### config.mk
export PLATFORM = sky130hd
export DESIGN_NAME = tone_pattern_sequencer
export DESIGN_NICKNAME = d
export VERILOG_FILES = /design/src/tps_pkg.sv /design/src/tps_front.sv /design/src/tps_back.sv /design/src/tone_pattern_sequencer.sv
export VERILOG_INCLUDE_DIRS = /design/src /design/src/src
export SDC_FILE = /design/constraint.sdc
export NUM_CORES = 1
export LEC_CHECK = 0
export BUFFER_PORTS_ARGS = -buffer_cell sky130_fd_sc_hd__buf_2
export CAP_MARGIN = 40
export CORE_MARGIN = 1.5
export CORE_UTILIZATION = 50
export CTS_CLUSTER_DIAMETER = 80
export DETAILED_ROUTE_END_ITERATION = 10
export GPL_ROUTABILITY_DRIVEN = 0
export PLACE_DENSITY = 0.66
export SETUP_SLACK_MARGIN = 0.05
export SYNTH_ARGS = -nofsm -noshare
export SYNTH_HDL_FRONTEND = slang
export SYNTH_HIERARCHICAL = 1
export SYNTH_SLANG_ARGS = --single-unit
### constraint.sdc
create_clock -name clk_i -period 21.3 [get_ports clk_i]
set_input_delay 4.26 -clock clk_i [delete_from_list [all_inputs] [get_ports clk_i]]
set_output_delay 4.26 -clock clk_i [all_outputs]
set_load 0.005 [all_outputs]
### src/tone_pattern_sequencer_assert.svh
// Assertion macros shared by the tone pattern sequencer RTL.
// No dependencies; included inside module bodies that use clk_i and rst_ni.
`ifndef TONE_PATTERN_SEQUENCER_ASSERT_SVH
`define TONE_PATTERN_SEQUENCER_ASSERT_SVH
`ifndef SYNTHESIS
// Checked on every clock edge, masked while reset is asserted.
`define TPS_ASSERT(lbl, prop, msg) \
  lbl: assert property (@(posedge clk_i) disable iff (!rst_ni) (prop)) else $error(msg);
// Checked on every clock edge, reset included.
`define TPS_ASSERT_ALWAYS(lbl, prop, msg) \
  lbl: assert property (@(posedge clk_i) (prop)) else $error(msg);
`else
`define TPS_ASSERT(lbl, prop, msg)
`define TPS_ASSERT_ALWAYS(lbl, prop, msg)
`endif
`endif

### src/tps_pkg.sv
// Package for the tone pattern sequencer: word types, command type, opcodes.
// No dependencies.
package tps_pkg;

  localparam int unsigned QueueDepthDef = 8;

  typedef enum logic {
    OP_TICK = 1'b0,
    OP_PUSH = 1'b1
  } tps_op_e;

  // Input word
  typedef struct packed {
    logic        operation;
    logic [15:0] freq_hz;
    logic [15:0] on_ms;
    logic [15:0] off_ms;
    logic [15:0] repeat_count;
  } tps_in_t;

  // Result word
  typedef struct packed {
    logic [15:0] drive_freq;
    logic        sounding;
    logic        busy_res;
    logic        push_dropped;
    logic [3:0]  queued;
  } tps_out_t;

  // One stored tone request
  typedef struct packed {
    logic [15:0] freq;
    logic [15:0] on_ms;
    logic [15:0] off_ms;
    logic [15:0] reps;
  } tps_req_t;

  // Decoded command handed from front to back
  typedef struct packed {
    logic     is_push;
    tps_req_t req;
  } tps_cmd_t;

endpackage

### src/tps_front.sv
// Front end: accepts input words, decodes them into commands and buffers them
// in a two-entry queue toward the back end. Depends on tps_pkg.
module tps_front (
  input  logic               clk_i,
  input  logic               rst_ni,
  input  logic               in_valid_i,
  output logic               in_ready_o,
  input  tps_pkg::tps_in_t   in_data_i,
  output logic               cmd_valid_o,
  input  logic               cmd_ready_i,
  output tps_pkg::tps_cmd_t  cmd_o
);
  import tps_pkg::*;
  `include "tone_pattern_sequencer_assert.svh"

  tps_cmd_t   buf_q [2];
  logic       wr_ptr_q, wr_ptr_d;
  logic       rd_ptr_q, rd_ptr_d;
  logic [1:0] cnt_q, cnt_d;
  logic       push, pop;
  tps_cmd_t   dec;

  always_comb begin
    dec.is_push      = (in_data_i.operation == OP_PUSH);
    dec.req.freq     = in_data_i.freq_hz;
    dec.req.on_ms    = in_data_i.on_ms;
    dec.req.off_ms   = in_data_i.off_ms;
    dec.req.reps     = in_data_i.repeat_count;
  end

  assign in_ready_o  = (cnt_q != 2'd2);
  assign cmd_valid_o = (cnt_q != 2'd0);
  assign cmd_o       = buf_q[rd_ptr_q];
  assign push        = in_valid_i && in_ready_o;
  assign pop         = cmd_valid_o && cmd_ready_i;

  always_comb begin
    wr_ptr_d = push ? ~wr_ptr_q : wr_ptr_q;
    rd_ptr_d = pop ? ~rd_ptr_q : rd_ptr_q;
    cnt_d    = cnt_q;
    if (push && !pop) begin
      cnt_d = cnt_q + 2'd1;
    end else if (pop && !push) begin
      cnt_d = cnt_q - 2'd1;
    end
  end

  always_ff @(posedge clk_i or negedge rst_ni) begin
    if (!rst_ni) begin
      wr_ptr_q <= 1'b0;
      rd_ptr_q <= 1'b0;
      cnt_q    <= 2'd0;
    end else begin
      wr_ptr_q <= wr_ptr_d;
      rd_ptr_q <= rd_ptr_d;
      cnt_q    <= cnt_d;
    end
  end

  always_ff @(posedge clk_i) begin
    if (push) begin
      buf_q[wr_ptr_q] <= dec;
    end
  end

  `TPS_ASSERT(a_fe_cnt_range, cnt_q != 2'd3, "command queue count out of range")
  `TPS_ASSERT(a_fe_empty_ptrs, (cnt_q == 2'd0) |-> (wr_ptr_q == rd_ptr_q), "empty queue skew")
  `TPS_ASSERT(a_fe_full_ptrs, (cnt_q == 2'd2) |-> (wr_ptr_q == rd_ptr_q), "full queue skew")

endmodule

### src/tps_back.sv
// Back end: request store, playback state and the result register.
// Reads the head request, then executes one command. Depends on tps_pkg.
module tps_back #(
  parameter int unsigned QUEUE_DEPTH = tps_pkg::QueueDepthDef
) (
  input  logic               clk_i,
  input  logic               rst_ni,
  input  logic               cmd_valid_i,
  output logic               cmd_ready_o,
  input  tps_pkg::tps_cmd_t  cmd_i,
  output logic               out_valid_o,
  input  logic               out_ready_i,
  output tps_pkg::tps_out_t  out_data_o
);
  import tps_pkg::*;
  `include "tone_pattern_sequencer_assert.svh"

  localparam int unsigned IdxW = $clog2(QUEUE_DEPTH);
  localparam int unsigned CntW = $clog2(QUEUE_DEPTH + 1);

  typedef enum logic {
    S_IDLE,
    S_EXEC
  } state_e;

  state_e          state_q;
  tps_req_t        mem [QUEUE_DEPTH];
  tps_req_t        rd_q;
  tps_cmd_t        cmd_q;

  logic [IdxW-1:0] head_q, head_d;
  logic [IdxW-1:0] tail_q, tail_d;
  logic [CntW-1:0] count_q, count_d;
  logic            playing_q, playing_d;
  logic            tone_q, tone_d;
  logic [15:0]     elapsed_q, elapsed_d;
  logic [15:0]     phase_q, phase_d;
  logic [15:0]     cycles_q, cycles_d;
  logic            out_valid_q;
  tps_out_t        out_q, res_d;

  logic            commit;
  logic            wr_en;
  logic [15:0]     el_inc;
  logic [15:0]     reps_eff;
  logic [CntW+3:0] count_ext;

  assign cmd_ready_o = (state_q == S_IDLE);
  assign commit      = (state_q == S_EXEC) && (!out_valid_q || out_ready_i);
  assign out_valid_o = out_valid_q;
  assign out_data_o  = out_q;

  // Next playback state for the latched command, head entry in rd_q
  always_comb begin
    head_d    = head_q;
    tail_d    = tail_q;
    count_d   = count_q;
    playing_d = playing_q;
    tone_d    = tone_q;
    elapsed_d = elapsed_q;
    phase_d   = phase_q;
    cycles_d  = cycles_q;
    wr_en     = 1'b0;
    res_d.push_dropped = 1'b0;
    el_inc    = (elapsed_q < 16'hFFFF) ? elapsed_q + 16'd1 : elapsed_q;
    reps_eff  = (rd_q.reps == 16'd0) ? 16'd1 : rd_q.reps;

    if (cmd_q.is_push) begin
      if (count_q >= CntW'(QUEUE_DEPTH)) begin
        res_d.push_dropped = 1'b1;
      end else begin
        wr_en   = 1'b1;
        tail_d  = (tail_q == IdxW'(QUEUE_DEPTH - 1)) ? '0 : tail_q + IdxW'(1);
        count_d = count_q + CntW'(1);
      end
    end else if (playing_q) begin
      elapsed_d = el_inc;
      if (el_inc >= phase_q) begin
        elapsed_d = 16'd0;
        if (tone_q) begin
          tone_d   = 1'b0;
          phase_d  = rd_q.off_ms;
          cycles_d = (cycles_q < 16'hFFFF) ? cycles_q + 16'd1 : cycles_q;
        end else if (cycles_q < reps_eff) begin
          tone_d  = 1'b1;
          phase_d = rd_q.on_ms;
        end else begin
          // retire the head entry and go quiet
          head_d    = (head_q == IdxW'(QUEUE_DEPTH - 1)) ? '0 : head_q + IdxW'(1);
          count_d   = count_q - CntW'(1);
          playing_d = 1'b0;
          tone_d    = 1'b0;
        end
      end
    end else if (count_q != '0) begin
      playing_d = 1'b1;
      tone_d    = 1'b1;
      elapsed_d = 16'd0;
      phase_d   = rd_q.on_ms;
      cycles_d  = 16'd0;
    end

    count_ext        = {4'b0000, count_d};
    res_d.drive_freq = (playing_d && tone_d) ? rd_q.freq : 16'd0;
    res_d.sounding   = tone_d;
    res_d.busy_res   = playing_d;
    res_d.queued     = count_ext[3:0];
  end

  always_ff @(posedge clk_i or negedge rst_ni) begin
    if (!rst_ni) begin
      state_q     <= S_IDLE;
      head_q      <= '0;
      tail_q      <= '0;
      count_q     <= '0;
      playing_q   <= 1'b0;
      tone_q      <= 1'b0;
      elapsed_q   <= 16'd0;
      phase_q     <= 16'd0;
      cycles_q    <= 16'd0;
      out_valid_q <= 1'b0;
      out_q       <= '0;
    end else begin
      // a new result replaces one taken at the same edge
      if (commit) begin
        out_valid_q <= 1'b1;
      end else if (out_valid_q && out_ready_i) begin
        out_valid_q <= 1'b0;
      end
      case (state_q)
        S_IDLE: begin
          if (cmd_valid_i) begin
            state_q <= S_EXEC;
          end
        end
        S_EXEC: begin
          if (commit) begin
            head_q      <= head_d;
            tail_q      <= tail_d;
            count_q     <= count_d;
            playing_q   <= playing_d;
            tone_q      <= tone_d;
            elapsed_q   <= elapsed_d;
            phase_q     <= phase_d;
            cycles_q    <= cycles_d;
            out_q       <= res_d;
            state_q     <= S_IDLE;
          end
        end
        default: begin
          state_q <= S_IDLE;
        end
      endcase
    end
  end

  // Request store: one write port at the tail, registered read at the head
  always_ff @(posedge clk_i) begin
    if (commit && wr_en) begin
      mem[tail_q] <= cmd_q.req;
    end
    if (state_q == S_IDLE && cmd_valid_i) begin
      cmd_q <= cmd_i;
      rd_q  <= mem[head_q];
    end
  end

  `TPS_ASSERT(a_be_count_max, count_q <= CntW'(QUEUE_DEPTH), "entry count above depth")
  `TPS_ASSERT_ALWAYS(a_be_tone_needs_play, tone_q |-> playing_q, "tone on while idle")
  `TPS_ASSERT_ALWAYS(a_be_play_needs_entry, playing_q |-> (count_q != '0), "playing, no entry")
  `TPS_ASSERT_ALWAYS(a_be_empty_ptrs, (count_q == '0) |-> (head_q == tail_q), "empty store skew")
  `TPS_ASSERT(a_be_one_result, commit |=> out_valid_q, "committed word without a result")

endmodule

### src/tone_pattern_sequencer.sv
// Tone pattern sequencer: queued beep-pattern player, one result word per input word.
// A taken input word passes the front's queue (buf_q) and the back end's command
// latch (cmd_q, rd_q) before its result is registered in out_q. The back end takes
// no new command while it reads the head entry and executes; a stalled output holds it.
// Reset (rst_ni, async, active low) empties the queue and stops playback; the
// request store contents stay undefined until written.
module tone_pattern_sequencer #(
  parameter int unsigned QUEUE_DEPTH = tps_pkg::QueueDepthDef
) (
  input  logic              clk_i,
  input  logic              rst_ni,
  input  logic              in_valid_i,
  output logic              in_ready_o,
  input  tps_pkg::tps_in_t  in_data_i,
  output logic              out_valid_o,
  input  logic              out_ready_i,
  output tps_pkg::tps_out_t out_data_o
);
  import tps_pkg::*;

  // Decoded commands between front and back; the front's two-entry queue
  // lets input words land while the back end waits on the output.
  logic     cmd_valid;
  logic     cmd_ready;
  tps_cmd_t cmd;

  // Front: takes words, decodes tick vs push, buffers them.
  tps_front u_front (
    .clk_i       (clk_i),
    .rst_ni      (rst_ni),
    .in_valid_i  (in_valid_i),
    .in_ready_o  (in_ready_o),
    .in_data_i   (in_data_i),
    .cmd_valid_o (cmd_valid),
    .cmd_ready_i (cmd_ready),
    .cmd_o       (cmd)
  );

  // Back: request store, phase timer and result register. A tick starts,
  // advances or retires the head request, and does nothing when the store is empty;
  // a push appends at the tail or is flagged as dropped when the store is full.
  tps_back #(
    .QUEUE_DEPTH (QUEUE_DEPTH)
  ) u_back (
    .clk_i       (clk_i),
    .rst_ni      (rst_ni),
    .cmd_valid_i (cmd_valid),
    .cmd_ready_o (cmd_ready),
    .cmd_i       (cmd),
    .out_valid_o (out_valid_o),
    .out_ready_i (out_ready_i),
    .out_data_o  (out_data_o)
  );

endmodule
==> impl_metrics.ini <==
[sta]
worstMarginPinSlew_ns = 0.958
fmax_mhz = 149
finalHoldViolCount = 0
fin_crit_sh_pct = 31.5
slew_violations = 0
setup_viol = 0
period_needed_ns = 6.72
setup_tns_ns = 0
clock_skew_ns = 0.0236
relSlewSlack_pct = 35.9
rsz0062_at_grt = false

[global_route]
grt_pass1_vias = 16397
grt.total_usage_pct = 18.9
overflow = 0
grt_max_degree = 56
antenna_found_initial = 0
grt_first_pass_wirelength_mm = 95.4

[detailed_routing]
dr_wl_met2_mm = 31.3
via_per_inst = 5.67
firstDrtPassIters = 5
ant_nets = 0
dr_wl_met3_mm = 2.69
top_layer_used = met4
post-route-drc-count = 0
drtIter0Drc = 1054
wl_met1_mm = 26.5
vias = 15247
wirelength_mm = 62.0
post_drt_wl_per_cell_um = 23.0

[floorplan]
die-area_sq_um = 67500
core_area_sq_um = 64800
ioPinCount = 94
die_w_um = 260
die_y_um = 260
row_count = 93
start_util_pct = 50.9

[setup_path]
worst-path-max-fanout = 29
r2r_slack_ns = 16.06
rr_startpoint = u_back/elapsed_q[4]
end_kind = flop
required_ns = 21.85
arrival_ns = 7.27
reg2reg_to = u_back/out_data_o[13]
path_class = in -> reg
worstRegToRegCells = 15
start_kind = primary input

[synthesis]
synth.most_common_cell = edfxtp_1
syn_inst = 1603
synth_top_family_by_area = multiplexers
netlist_area_sq_um = 33000
synthXorXnorAreaFrac_pct = 0.478
synth_cell_types = 57
synthAdderAreaFrac_pct = 1.58
yosysWarningCount = 6
synth_flop_cell = edfxtp_1
synth_compound_area_share_pct = 2.52
synth_edf_count = 771
synthTopCellsByArea = edfxtp_1 70%, mux4_2 8.7%, dfrtp_1 6.3%
synth_area_per_cell_sq_um = 20.6
synth-seq-cells = 854
synth_nets = 1713
synth_top_area_cell = edfxtp_1
synth.top_cell.area_share_pct = 70.2
synthMuxAreaShare_pct = 14.8
synthSimpleGateAreaFrac_pct = 2.76
synth_common_cells = 771 x edfxtp_1, 128 x mux4_2, 94 x mux2_2
async_flop_share_pct = 9.72
ys_seq_area_share_pct = 76.5

[clock_network]
clk_pin_slew_ns = 0.06
root_buffer = clkbuf_16
cts_tree = yes
cts_buffers = 88
insertion_delay_ns = 0.64
cts_sinks = 854
post_cts_buffers = 0
h-tree-depth = 3
clk_path_buf_depth = 3
cts_resized = 0
hold_buffers = 0

[place]
io_buffer_count = 93
dp_hpwl_mm = 37.2

[hold_path]
hold_path.startpoint = u_back/rd_q[53]
whs_path_depth = 1
min_to = u_back/out_data_o[12]
hp-class = reg -> reg

[power_and_ir_drop]
power.density_nw_per_um2 = 118
ir_worst_vdd_v = 0.0000721
cellLeakagePower_nw = 12.8
power_mw = 4.42

[status]
outcome = finished clean

[layout]
nets = 1873
utilization_pct = 57.9
nFillCells = 4687
n_antenna_cell = 0
layout-drive-gt1-share_pct = 29.5
syn2layout_area_growth_pct = 13.7

[run]
max_cap_viol_count = 0
-- layout by cell type (no fill, tap or decap), types with 11 or more instances in the layout --
cell type and n:
xnor2_1 13, mux4_2 128, clkbuf_1 28, a21oi_1 23
dfrtp_1 79, ha_1 40, clkinv_2 13, buf_2 92
mux2i_1 32, a22o_1 18, edfxtp_1 771, clkinv_1 14
o21ai_0 27, clkbuf_16 88, nand3_1 16, nand2_1 53
buf_4 30, mux2_2 94, inv_1 37, nor2_1 16
and2_1 11, mux2_4 41
-- report_power, final --
group	switching (mW)	leakage (nW)	internal [mW]
Clock	0.609	1.33	0.832
Sequential	0.207	8.10	2.24
Combinational	0.315	3.39	0.220
Total	1.13	12.8	3.29
-- state kept, by name, indices dropped and copies added, names as in the netlist --
signal and cells:
u_back/mem 512, u_front/cnt_q 2, u_front/buf_q 130, u_back/cycles_q 16, u_back/out_valid_o 1, u_back/cmd_q 65, u_back/out_data_o 23, u_back/tail_q 3
u_front/rd_ptr_q 1, u_front/wr_ptr_q 1, u_back/phase_q 16, u_back/elapsed_q 16, u_back/state_q 1, u_back/rd_q 64, u_back/head_q 3
-- per-stage QoR --
stage	cell area [sq um]	instances	setup WS, ns	hold WS (ns)
after floorplan	33000	1603	9.58	0.443
after global placement	34500	2514	13.43	0.447
after detailed placement	34800	2528	13.96	0.454
after CTS	37500	2691	14.62	0.467
after global routing	37500	2691	14.36	0.479
final	37500	2691	14.58	0.467
-- cell type report --
class / instances / area [sq um] / area share (%)
Timing Repair Buffer: 135 / 961 / 2.56
Inverter: 37 / 139 / 0.370
Multi-Input combinational cell: 647 / 7360 / 19.6
Tap cell: 855 / 1070 / 2.85
Clock buffer: 121 / 2380 / 6.34
Sequential cell: 854 / 25200 / 67.3
Clock inverter: 42 / 353 / 0.941
-- how the worst max path moves through the flow --
stage / startpoint / to / slack (ns) / cells after the start
floorplan: out_ready_i / u_back/mem[0][0] / 9.58 / 5
global placement: out_ready_i / u_back/mem[4][26] / 13.43 / 6
detailed placement: out_ready_i / u_back/cycles_q[13] / 13.96 / 9
CTS: out_ready_i / u_back/cycles_q[13] / 14.62 / 9
global route: out_ready_i / u_back/cycles_q[13] / 14.36 / 9
finish: out_ready_i / u_back/cycles_q[13] / 14.58 / 9
-- cell families (layout without fill, tap and decap cells) --
group	count (synthesis)	after routing
compound gates	120	120
xor+xnor	18	18
fa+ha+maj	41	41
buf+inv	102	335
flops	854	854
mux	295	295
simple gates	173	173
-- worst max-delay path, stage by stage --
cell and delay (ns):
buf_2 0.07, nand2b_1 0.14, and2_0 0.39, nand2_1 0.52, nor2_1 0.90, a41oi_2 0.13
buf_6 0.24, or4_1 0.47, a21oi_1 0.15
-- metal layers --
layer,up-vias,global-route usage [%]
met5,-,0
met4,0,6.44
met3,109,3.13
met2,347,31.6
met1,7971,25.4
li1,6820,-
(Power assumes the default switching activity.)
